`src/nrsh_pkg.sv`:
```
// Shared types, widths and state codes for the nearest ray/segment hit block.
// No dependencies; every other file in src imports this package.
package nrsh_pkg;

    // Coordinate and result formats
    localparam int COORD_W         = 16;            // signed Q4.12
    localparam int PARAM_FRAC_BITS = 16;            // fraction bits of the ray parameter
    localparam int T_W             = 32;            // ray parameter width, saturating

    // Derived datapath widths
    localparam int DIFF_W   = COORD_W + 1;          // coordinate differences
    localparam int MUL_W    = COORD_W + 2;          // shared multiplier operand
    localparam int PROD_W   = 2 * MUL_W;            // shared multiplier product
    localparam int CROSS_W  = 2 * COORD_W + 3;      // cross products, signed
    localparam int NUM_W    = CROSS_W + T_W;        // divider dividend
    localparam int CNT_W    = $clog2(T_W + 1);      // divider step counter
    localparam int T_SAT_SH = T_W - PARAM_FRAC_BITS;
    localparam int MCNT_W   = 3;                    // multiplier issue counter

    // Multiplier issue counts
    localparam logic [MCNT_W-1:0] XPROD_LAST = MCNT_W'(6);
    localparam logic [MCNT_W-1:0] HPROD_LAST = MCNT_W'(2);

    // One input item: ray, wall segment and group end flag
    typedef struct packed {
        logic signed [COORD_W-1:0] ray_origin_x;
        logic signed [COORD_W-1:0] ray_origin_y;
        logic signed [COORD_W-1:0] ray_dir_x;
        logic signed [COORD_W-1:0] ray_dir_y;
        logic signed [COORD_W-1:0] seg_start_x;
        logic signed [COORD_W-1:0] seg_start_y;
        logic signed [COORD_W-1:0] seg_end_x;
        logic signed [COORD_W-1:0] seg_end_y;
        logic                      last_segment;
    } seg_item_t;

    // One result item: nearest hit of a group
    typedef struct packed {
        logic                      hit_valid;
        logic signed [COORD_W-1:0] hit_x;
        logic signed [COORD_W-1:0] hit_y;
        logic [T_W-1:0]            hit_param;
    } hit_item_t;

    // Divider status towards the sequencer
    typedef struct packed {
        logic busy;
        logic done;
    } div_status_t;

    // Sequencer states
    typedef enum logic [3:0] {
        ST_IDLE,
        ST_MUL,
        ST_NORM,
        ST_CHECK,
        ST_DSTART,
        ST_DWAIT,
        ST_TCMP,
        ST_HMUL,
        ST_HFIX,
        ST_FINISH
    } nrsh_state_t;

endpackage

```
`src/nrsh_mul.sv`:
```
// Shared signed multiplier with a registered product.
// Depends on nrsh_pkg for operand and product widths.
module nrsh_mul
    import nrsh_pkg::*;
(
    input  logic                     clk,
    input  logic signed [MUL_W-1:0]  a,
    input  logic signed [MUL_W-1:0]  b,
    output logic signed [PROD_W-1:0] p
);

    logic signed [PROD_W-1:0] p_reg;

    // Register the product before anything uses it
    always_ff @(posedge clk)
    begin
        p_reg <= a * b;
    end

    assign p = p_reg;

endmodule

```
`src/nrsh_div.sv`:
```
// Iterative restoring divider: one quotient bit per cycle, T_W bits a division.
// Depends on nrsh_pkg; the high dividend part must be below the divisor.
module nrsh_div
    import nrsh_pkg::*;
(
    input  logic               clk,
    input  logic               rst_n,
    input  logic               start,
    input  logic [CROSS_W-1:0] num_hi,
    input  logic [T_W-1:0]     num_lo,
    input  logic [CROSS_W-1:0] divisor,
    output div_status_t        status,
    output logic [T_W-1:0]     quot,
    output logic [CROSS_W-1:0] rem
);

    logic [CNT_W-1:0]   cnt_reg;
    logic               done_reg;
    logic [CROSS_W-1:0] rem_reg;
    logic [CROSS_W-1:0] rem_next;
    logic [T_W-1:0]     q_reg;
    logic [T_W-1:0]     q_next;
    logic [CROSS_W-1:0] div_reg;
    logic [CROSS_W:0]   trial;
    logic [CROSS_W:0]   trial_diff;

    // Shift in the next dividend bit and try a subtraction
    always_comb
    begin
        trial      = {rem_reg, q_reg[T_W-1]};
        trial_diff = trial - {1'b0, div_reg};
        if (trial >= {1'b0, div_reg})
        begin
            rem_next = trial_diff[CROSS_W-1:0];
            q_next   = {q_reg[T_W-2:0], 1'b1};
        end
        else
        begin
            rem_next = trial[CROSS_W-1:0];
            q_next   = {q_reg[T_W-2:0], 1'b0};
        end
    end

    // Step counter and completion pulse
    always_ff @(posedge clk or negedge rst_n)
    begin
        if (!rst_n)
        begin
            cnt_reg  <= '0;
            done_reg <= 1'b0;
        end
        else if (start)
        begin
            cnt_reg  <= CNT_W'(T_W);
            done_reg <= 1'b0;
        end
        else
        begin
            done_reg <= (cnt_reg == CNT_W'(1));
            if (cnt_reg != '0)
            begin
                cnt_reg <= cnt_reg - CNT_W'(1);
            end
        end
    end

    // Remainder, quotient and divisor
    always_ff @(posedge clk)
    begin
        if (start)
        begin
            rem_reg <= num_hi;
            q_reg   <= num_lo;
            div_reg <= divisor;
        end
        else if (cnt_reg != '0)
        begin
            rem_reg <= rem_next;
            q_reg   <= q_next;
        end
    end

    assign status.busy = (cnt_reg != '0);
    assign status.done = done_reg;
    assign quot        = q_reg;
    assign rem         = rem_reg;

endmodule

```
`src/nearest_ray_segment_hit.sv`:
```
// Top level of the nearest ray/segment hit finder: sequencer and datapath.
// Depends on nrsh_pkg, nrsh_mul and nrsh_div.
//
//  channel | direction | handshake          | payload
//  --------+-----------+--------------------+---------------------------
//  ray     | in        | ray_valid/ray_stall| seg_item_t (ray, segment)
//  res     | out       | res_valid/res_stall| hit_item_t (nearest hit)
//
// An item that misses passes the cross product, normalise and check states before
// the next item can be taken (a parallel one skips the check); one that hits adds
// the ray parameter division unless its parameter saturates, and one that becomes
// the new nearest hit adds the two hit point divisions. All of them run on the
// shared 32-step restoring divider.
// Reset clears the kept hit and returns the sequencer to idle at once.
// ray_stall is high from acceptance until the item is finished; the item
// with last_segment set waits at the end while the previous result is
// still stalled in the output register.
module nearest_ray_segment_hit
    import nrsh_pkg::*;
(
    input  logic      clk,
    input  logic      rst_n,
    input  logic      ray_valid,
    output logic      ray_stall,
    input  seg_item_t ray,
    output logic      res_valid,
    input  logic      res_stall,
    output hit_item_t res
);

    nrsh_state_t state_reg;
    nrsh_state_t state_next;

    // Item registers
    logic signed [DIFF_W-1:0]  ex_reg, ey_reg, wx_reg, wy_reg;
    logic signed [COORD_W-1:0] dx_reg, dy_reg, ax_reg, ay_reg;
    logic                      last_reg;

    // Working registers
    logic signed [CROSS_W-1:0] den_reg, tn_reg, un_reg;
    logic [NUM_W-1:0]          acc_reg;
    logic [T_W-1:0]            tq_reg;
    logic signed [COORD_W-1:0] cand_x_reg;
    logic [MCNT_W-1:0]         mcnt_reg;
    logic                      axis_reg;
    logic                      h_phase_reg;

    // Kept hit
    logic                      best_found_reg;
    logic signed [COORD_W-1:0] best_x_reg, best_y_reg;
    logic [T_W-1:0]            best_t_reg;

    // Output register
    logic                      res_valid_reg;
    hit_item_t                 res_reg;

    // Shared units
    logic signed [MUL_W-1:0]   mul_a, mul_b;
    logic signed [PROD_W-1:0]  mul_p;
    logic                      div_start;
    div_status_t               div_st;
    logic [T_W-1:0]            div_quot;
    logic [CROSS_W-1:0]        div_rem;

    // Decisions
    logic                      accept;
    logic                      hit_ok;
    logic                      t_sat;
    logic                      upd;
    logic                      out_free;
    logic                      emit;

    // Hit point arithmetic
    logic signed [DIFF_W-1:0]  e_sel;
    logic                      e_neg;
    logic [DIFF_W-1:0]         e_abs;
    logic signed [COORD_W-1:0] a_sel;
    logic [DIFF_W:0]           q_part, q_up, h_off, h_sum;
    logic signed [COORD_W-1:0] h_val;

    nrsh_mul u_mul (
        .clk (clk),
        .a   (mul_a),
        .b   (mul_b),
        .p   (mul_p)
    );

    nrsh_div u_div (
        .clk     (clk),
        .rst_n   (rst_n),
        .start   (div_start),
        .num_hi  (acc_reg[NUM_W-1:T_W]),
        .num_lo  (acc_reg[T_W-1:0]),
        .divisor (den_reg),
        .status  (div_st),
        .quot    (div_quot),
        .rem     (div_rem)
    );

    // Decide hit, saturation, update and hit point offset
    always_comb
    begin
        accept   = (state_reg == ST_IDLE) && ray_valid;
        hit_ok   = !tn_reg[CROSS_W-1] && !un_reg[CROSS_W-1] && (un_reg <= den_reg);
        t_sat    = ({{T_SAT_SH{1'b0}}, tn_reg} >= {den_reg, {T_SAT_SH{1'b0}}});
        upd      = !best_found_reg || (tq_reg < best_t_reg);
        out_free = !res_valid_reg || !res_stall;

        e_sel  = axis_reg ? ey_reg : ex_reg;
        e_neg  = e_sel[DIFF_W-1];
        e_abs  = e_neg ? DIFF_W'(-e_sel) : DIFF_W'(e_sel);
        a_sel  = axis_reg ? ay_reg : ax_reg;
        q_part = {1'b0, div_quot[DIFF_W-1:0]};
        q_up   = q_part + (DIFF_W + 1)'(div_rem != '0);
        h_off  = e_neg ? (DIFF_W + 1)'(-q_up) : q_part;
        h_sum  = {{2{a_sel[COORD_W-1]}}, a_sel} + h_off;
        h_val  = h_sum[COORD_W-1:0];
    end

    // Next state
    always_comb
    begin
        state_next = state_reg;
        unique case (state_reg)
            ST_IDLE:
                if (ray_valid)
                    state_next = ST_MUL;
            ST_MUL:
                if (mcnt_reg == XPROD_LAST)
                    state_next = ST_NORM;
            ST_NORM:
                state_next = (den_reg == '0) ? ST_FINISH : ST_CHECK;
            ST_CHECK:
                if (!hit_ok)
                    state_next = ST_FINISH;
                else if (t_sat)
                    state_next = ST_TCMP;
                else
                    state_next = ST_DSTART;
            ST_DSTART:
                state_next = ST_DWAIT;
            ST_DWAIT:
                if (div_st.done)
                    state_next = h_phase_reg ? ST_HFIX : ST_TCMP;
            ST_TCMP:
                state_next = upd ? ST_HMUL : ST_FINISH;
            ST_HMUL:
                if (mcnt_reg == HPROD_LAST)
                    state_next = ST_DSTART;
            ST_HFIX:
                state_next = axis_reg ? ST_FINISH : ST_HMUL;
            ST_FINISH:
                if (!last_reg || out_free)
                    state_next = ST_IDLE;
            default:
                state_next = ST_IDLE;
        endcase
    end

    // Sequencer outputs: stall, multiplier operands, divider start, emit
    always_comb
    begin
        ray_stall = (state_reg != ST_IDLE);
        div_start = (state_reg == ST_DSTART);
        emit      = (state_reg == ST_FINISH) && last_reg && out_free;
        mul_a     = '0;
        mul_b     = '0;
        unique case (state_reg)
            ST_MUL:
                case (mcnt_reg)
                    3'd0:
                    begin
                        mul_a = MUL_W'(dx_reg);
                        mul_b = MUL_W'(ey_reg);
                    end
                    3'd1:
                    begin
                        mul_a = MUL_W'(dy_reg);
                        mul_b = MUL_W'(ex_reg);
                    end
                    3'd2:
                    begin
                        mul_a = MUL_W'(wx_reg);
                        mul_b = MUL_W'(ey_reg);
                    end
                    3'd3:
                    begin
                        mul_a = MUL_W'(wy_reg);
                        mul_b = MUL_W'(ex_reg);
                    end
                    3'd4:
                    begin
                        mul_a = MUL_W'(wx_reg);
                        mul_b = MUL_W'(dy_reg);
                    end
                    3'd5:
                    begin
                        mul_a = MUL_W'(wy_reg);
                        mul_b = MUL_W'(dx_reg);
                    end
                    default:
                    begin
                        mul_a = '0;
                        mul_b = '0;
                    end
                endcase
            ST_HMUL:
                case (mcnt_reg)
                    3'd0:
                    begin
                        mul_a = $signed({1'b0, e_abs});
                        mul_b = $signed({1'b0, un_reg[DIFF_W-1:0]});
                    end
                    3'd1:
                    begin
                        mul_a = $signed({1'b0, e_abs});
                        mul_b = $signed(un_reg[CROSS_W-1:DIFF_W]);
                    end
                    default:
                    begin
                        mul_a = '0;
                        mul_b = '0;
                    end
                endcase
            default:
            begin
                mul_a = '0;
                mul_b = '0;
            end
        endcase
    end

    // Control registers and the kept hit
    always_ff @(posedge clk or negedge rst_n)
    begin
        if (!rst_n)
        begin
            state_reg      <= ST_IDLE;
            mcnt_reg       <= '0;
            axis_reg       <= 1'b0;
            h_phase_reg    <= 1'b0;
            res_valid_reg  <= 1'b0;
            best_found_reg <= 1'b0;
            best_x_reg     <= '0;
            best_y_reg     <= '0;
            best_t_reg     <= '0;
        end
        else
        begin
            state_reg <= state_next;

            // Advance the multiplier issue counter
            if (accept || (state_reg == ST_TCMP) || (state_reg == ST_HFIX))
                mcnt_reg <= '0;
            else if ((state_reg == ST_MUL) || (state_reg == ST_HMUL))
                mcnt_reg <= mcnt_reg + MCNT_W'(1);

            // Track which division is running and which axis
            if (state_reg == ST_CHECK)
                h_phase_reg <= 1'b0;
            else if (state_reg == ST_HMUL)
                h_phase_reg <= 1'b1;

            if (state_reg == ST_TCMP)
                axis_reg <= 1'b0;
            else if (state_reg == ST_HFIX)
                axis_reg <= 1'b1;

            // Commit the new nearest hit once both coordinates are known
            if ((state_reg == ST_HFIX) && axis_reg)
            begin
                best_found_reg <= 1'b1;
                best_x_reg     <= cand_x_reg;
                best_y_reg     <= h_val;
                best_t_reg     <= tq_reg;
            end
            else if (emit)
            begin
                best_found_reg <= 1'b0;
                best_x_reg     <= '0;
                best_y_reg     <= '0;
                best_t_reg     <= '0;
            end

            // Hold the result until taken
            if (emit)
                res_valid_reg <= 1'b1;
            else if (!res_stall)
                res_valid_reg <= 1'b0;
        end
    end

    // Datapath registers
    always_ff @(posedge clk)
    begin
        if (accept)
        begin
            ex_reg   <= {ray.seg_end_x[COORD_W-1], ray.seg_end_x}
                      - {ray.seg_start_x[COORD_W-1], ray.seg_start_x};
            ey_reg   <= {ray.seg_end_y[COORD_W-1], ray.seg_end_y}
                      - {ray.seg_start_y[COORD_W-1], ray.seg_start_y};
            wx_reg   <= {ray.seg_start_x[COORD_W-1], ray.seg_start_x}
                      - {ray.ray_origin_x[COORD_W-1], ray.ray_origin_x};
            wy_reg   <= {ray.seg_start_y[COORD_W-1], ray.seg_start_y}
                      - {ray.ray_origin_y[COORD_W-1], ray.ray_origin_y};
            dx_reg   <= ray.ray_dir_x;
            dy_reg   <= ray.ray_dir_y;
            ax_reg   <= ray.seg_start_x;
            ay_reg   <= ray.seg_start_y;
            last_reg <= ray.last_segment;
        end

        // Accumulate the cross products one product per cycle
        if (state_reg == ST_MUL)
        begin
            case (mcnt_reg)
                3'd1: den_reg <= CROSS_W'(mul_p);
                3'd2: den_reg <= den_reg - CROSS_W'(mul_p);
                3'd3: tn_reg  <= CROSS_W'(mul_p);
                3'd4: tn_reg  <= tn_reg - CROSS_W'(mul_p);
                3'd5: un_reg  <= CROSS_W'(mul_p);
                3'd6: un_reg  <= un_reg - CROSS_W'(mul_p);
                default: ;
            endcase
        end

        // Make the denominator positive
        if ((state_reg == ST_NORM) && den_reg[CROSS_W-1])
        begin
            den_reg <= -den_reg;
            tn_reg  <= -tn_reg;
            un_reg  <= -un_reg;
        end

        // Load the ray parameter dividend, or saturate
        if ((state_reg == ST_CHECK) && hit_ok)
        begin
            if (t_sat)
                tq_reg <= '1;
            else
                acc_reg <= NUM_W'($unsigned(tn_reg)) << PARAM_FRAC_BITS;
        end

        if ((state_reg == ST_DWAIT) && div_st.done && !h_phase_reg)
            tq_reg <= div_quot;

        // Build |e| * un from two partial products
        if (state_reg == ST_HMUL)
        begin
            case (mcnt_reg)
                3'd1: acc_reg <= NUM_W'(mul_p);
                3'd2: acc_reg <= acc_reg + (NUM_W'(mul_p) << DIFF_W);
                default: ;
            endcase
        end

        if ((state_reg == ST_HFIX) && !axis_reg)
            cand_x_reg <= h_val;

        // Load the result item
        if (emit)
        begin
            res_reg.hit_valid <= best_found_reg;
            res_reg.hit_x     <= best_x_reg;
            res_reg.hit_y     <= best_y_reg;
            res_reg.hit_param <= best_t_reg;
        end
    end

    assign res_valid = res_valid_reg;
    assign res       = res_reg;

endmodule

```
`config.mk`:
```
export PLATFORM = sky130hd
export DESIGN_NAME = nearest_ray_segment_hit
export DESIGN_NICKNAME = d
export VERILOG_FILES = /design/src/nrsh_pkg.sv /design/src/nrsh_mul.sv /design/src/nrsh_div.sv /design/src/nearest_ray_segment_hit.sv
export SDC_FILE = /design/constraint.sdc
export NUM_CORES = 2
export LEC_CHECK = 0
export BUFFER_PORTS_ARGS = -buffer_cell sky130_fd_sc_hd__buf_2
export CAP_MARGIN = 20
export CORE_MARGIN = 5
export CORE_UTILIZATION = 64
export DETAILED_ROUTE_END_ITERATION = 7
export PLACE_DENSITY_LB_ADDON = 0.08
export SYNTH_ARGS = -nofsm -noshare
export SYNTH_HDL_FRONTEND = slang
export SYNTH_SLANG_ARGS = --single-unit
```
`constraint.sdc`:
```
create_clock -name clk -period 10.45 [get_ports clk]
set_input_delay 2.09 -clock clk [delete_from_list [all_inputs] [get_ports clk]]
set_output_delay 2.09 -clock clk [all_outputs]
set_load 0.005 [all_outputs]
```
==> summary by stage <==
STA
The number of hold-slack violations in the final timing report came to 0. Clock skew on the completed layout was measured at 0.04575 ns. The number of slew-limit violations in the final report is 0.

The worst hold margin is 0.4431 ns. Summed over all failing endpoints, the final setup total negative slack is 0 ns. Setup violations remaining at the end of the flow were counted as 0. In the finished design, the share of the clock period the worst path needs comes to 0.9063.

For the pin with the worst max-slew slack, the measured transition is 1.300 ns. The highest achievable clock rate is 105.6 MHz. Counting I/O delays and the setup requirement, the final critical path takes 9.471 ns. The remaining max-slew budget at the tightest pin is 0.1336. Across all setup checks in the final design, the least slack found is 0.9787 ns. Setup repair after global routing left no endpoint under its margin.

Setup path
In this design, the stage delay of the slowest critical-path cell is 0.72 ns. The sort of element at the start of the critical path is a flop. The critical path capture point type is a flop. For the worst setup path, the data arrival time is 9.97 ns. The worst path required time is 10.95 ns.

The critical path is of the flop to flop type. In this run the worst path has a maximum fanout of 27. Among the stages of the critical path, the cell type that occurs most often is fa_1. The largest individual stage delay along the critical path comes from the cell o31ai_1.

CTS
The number of hold buffers added after CTS was 0. The H-tree generated during clock tree synthesis spans 3 levels. Counting along the longest clock path gives a buffer depth of 3. The number of setup buffers added after CTS is 0.

The post-cts resize count is 0. The tree built by TritonCTS fans out to 638 sinks. The clock-pin slew on the worst setup and hold paths is 0.07 ns.

Clock tree synthesis selected as its root buffer the cell clkbuf_16. TritonCTS created 72 clock buffers. The TritonCTS clock tree is yes.

The clock latency reported for the late side of the worst-skew pair is 0.66 ns.

Logic synthesis
Of the total synthesized cell area, the portion taken by full adders, half adders and majority gates is 0.2282. The mean instance size in the synthesized netlist is 9.179 sq um. The compound-cell area share of the yosys netlist is 0.1734. Of the post-synthesis cell area, the part taken by muxes is 0.01680. The count of flip-flops with a built-in enable after synthesis is 470.

The number of distinct library cells after synthesis is 88. For this run, asynchronously set or reset flops after synthesis account for 0.1285. Of the total synthesized cell area, the portion taken by XOR and XNOR cells is 0.05029. Of the total synthesized cell area, the portion taken by AND, OR, NAND and NOR gates is 0.1439. The gate count after technology mapping is 6053. The register bit total from synthesis is 638. The post-synthesis instance area is 55560 sq um. The warning count from the yosys run is 0.

The prevailing post-synth register cell is edfxtp_1. The share of the yosys chip area belonging to registers is 0.3219. When the netlist entered floorplanning its net count stood at 6996. The combinational family with the most area after synthesis is adder cells.

Die
The floorplan die area is 92810 sq um. Row generation in the floorplan step produced 108 rows. The starting density of the core is 0.6424. The floorplan step set the die height to 304.6 microns.

The horizontal extent of the die is 304.6 microns. The I/O pin count is 200. The floorplan step defined a core boundary enclosing 86480 sq um.

Global routing
Entering global routing, the biggest net connects 97 pins. The number of global-route vias before repair is 45290. Summed over all layers, the global routing overflow is 0. The first global-routing pass estimated 257400 microns of wire. For this run, the total global-route usage over all layers was measured as 0.3502. The number of antenna violations at the first check in global routing came to 1.

Detailed routing
The post-detailed-route DRC marker count is 9. The number of detailed-routing iterations run before antenna repair is 8. The routed wirelength normalized by instance count is 22.41 microns.

The remaining antenna violation count is 0. The total via count after detailed routing is 46060. The total wirelength of the detailed-routed design is 165600 microns. Dividing the detail-routed via count by the number of cells gives 6.232. In this run, the number of DRC markers left after iteration 0 of detailed routing was 4770.

Placement
The number of placed instances, taps included, is 7258. The setup slack after placement is 1.119 ns. Detailed placement finished with a half-perimeter wire length of 129400 microns. At the end of routability-driven placement, the weighted congestion stood at 1.002. The count of buffers from port buffering is 199.

Finish
The storage element area is 17890 sq um. In the final design database the tool counted 7121 nets. The top cell types in the final layout, fill and taps aside, are inv_1, nand2_1, nor2_1.

The share of layout cells above drive strength 1 is 0.08292. The final cell count without fillers is 7391. The library cell used most frequently in the layout, excluding fill and tap cells, is inv_1. The number of inserted filler cells in the final layout is 6916. The synthesis-to-finish area growth is 8.841%. Summing all multi-input logic gate instances after layout gives 34190 sq um. The number of flip-flops under the largest register name is 67.

Power and ir drop
Across the VDD grid, the largest voltage drop is 0.0004202 V. In this run the static leakage power is 0.02666 uW. The power density over cell area is 309.3 nW/um^2.

Min path
The class of the most critical hold timing path is flop to flop.

Status
The checks that failed: design-rule violations. The flow ran to the end, but the final reports show violations.

Flow run
The max-cap check violation count is 0.
-- cells in the mapped netlist (75+ instances only) --
cell        n  area share
a21oi_1   440       0.040
fa_1      339        0.12
nand3_1    93      0.0084
xor2_1    102       0.016
nor2_1    504       0.034
inv_1     744       0.050
nand2b_1   75      0.0084
clkbuf_1  187       0.013
xnor2_1   217       0.034
nor2b_1    80      0.0090
edfxtp_1  470        0.25
a21o_1    155       0.021
o21ai_0   324       0.029
nor3_1    106      0.0095
dfxtp_1    86       0.031
dfrtp_1    82       0.037
nand2_1   599       0.040
ha_1      471        0.11
-- report_power, final --
part	total [uW]	internal (uW)	switching [uW]	leakage [uW]
clock network	2770	1640	1120	0.00126
logic	11200	4320	6870	0.0189
registers	4740	3820	919	0.00646
total	18700	9790	8910	0.0267
-- cells by family (layout without fill, tap and decap cells) --
| logic type | after synthesis | after routing |
|---|---|---|
| AND/OR/NAND/NOR | 1730 | 1730 |
| flip-flops | 638 | 638 |
| XOR/XNOR | 319 | 319 |
| multiplexers | 91 | 91 |
| adder cells (fa/ha/maj) | 810 | 810 |
| AO/OA/AOI/OAI | 1499 | 1499 |
| other | 0 | 1 |
| buffers and inverters | 966 | 1148 |
-- cell type report --
type / instances / share of cell area
multi-input cells: 4449 / 0.5654
clock buffers: 82 / 0.03110
flip-flops and latches: 638 / 0.2958
diodes: 1 / 0.00004138
well taps: 1155 / 0.02390
repair buffers: 272 / 0.02570
inverters: 745 / 0.04628
clock inverters: 49 / 0.01173
-- metal layers --
metal / track usage / vias up / wire, microns
met5: 0 / - / 17
li1: - / 21400 / -
met4: 0.1503 / 2 / 8364
met2: 0.5749 / 2087 / 77040
met3: 0.06291 / 437 / 14980
met1: 0.4615 / 22130 / 65250
-- metrics by stage --
| step | total power (uW) | util | area (sq um) |
|---|---|---|---|
| 2_1_floorplan | 12620 | - | 55560 |
| 3_3_place_gp | 15400 | 0.6691 | 57870 |
| 3_5_place_dp | 15680 | 0.6691 | 57870 |
| 4_1_cts | 18510 | 0.6990 | 60460 |
| 5_1_grt | 20150 | 0.6992 | 60470 |
| 6_report | 18700 | 0.6992 | 60470 |
-- final timing paths --
check,from,endpoint,slack [ns],cells past startpoint
min in group asynchronous,rst_n,best_y_reg[14]$_DFFE_PN0P_,1.41,1
worst max register to register,state_reg[2]$_DFFE_PN0P_,u_mul.p[34]$_DFF_P_,0.98,28
max in group asynchronous,rst_n,best_t_reg[30]$_DFFE_PN0P_,8.00,2
worst min register to register,best_y_reg[12]$_DFFE_PN0P_,res[44]$_DFFE_PP_,0.44,0
worst min-delay path,best_y_reg[12]$_DFFE_PN0P_,res[44]$_DFFE_PP_,0.44,0
worst max-delay path,state_reg[2]$_DFFE_PN0P_,u_mul.p[34]$_DFF_P_,0.98,28
-- worst max-delay path, delay by kind of cell, from the launching register on --
family | cells | cell delay (ns)
buffers and inverters | 5 | 0.51
and+or+nand+nor | 8 | 2.42
adders and majority gates | 7 | 3.26
DFF | 1 | 0.48
AOI/OAI and AO/OA | 7 | 2.51
xor gates and xnor gates | 1 | 0.12
No activity file was read; power rests on OpenSTA's default activity.
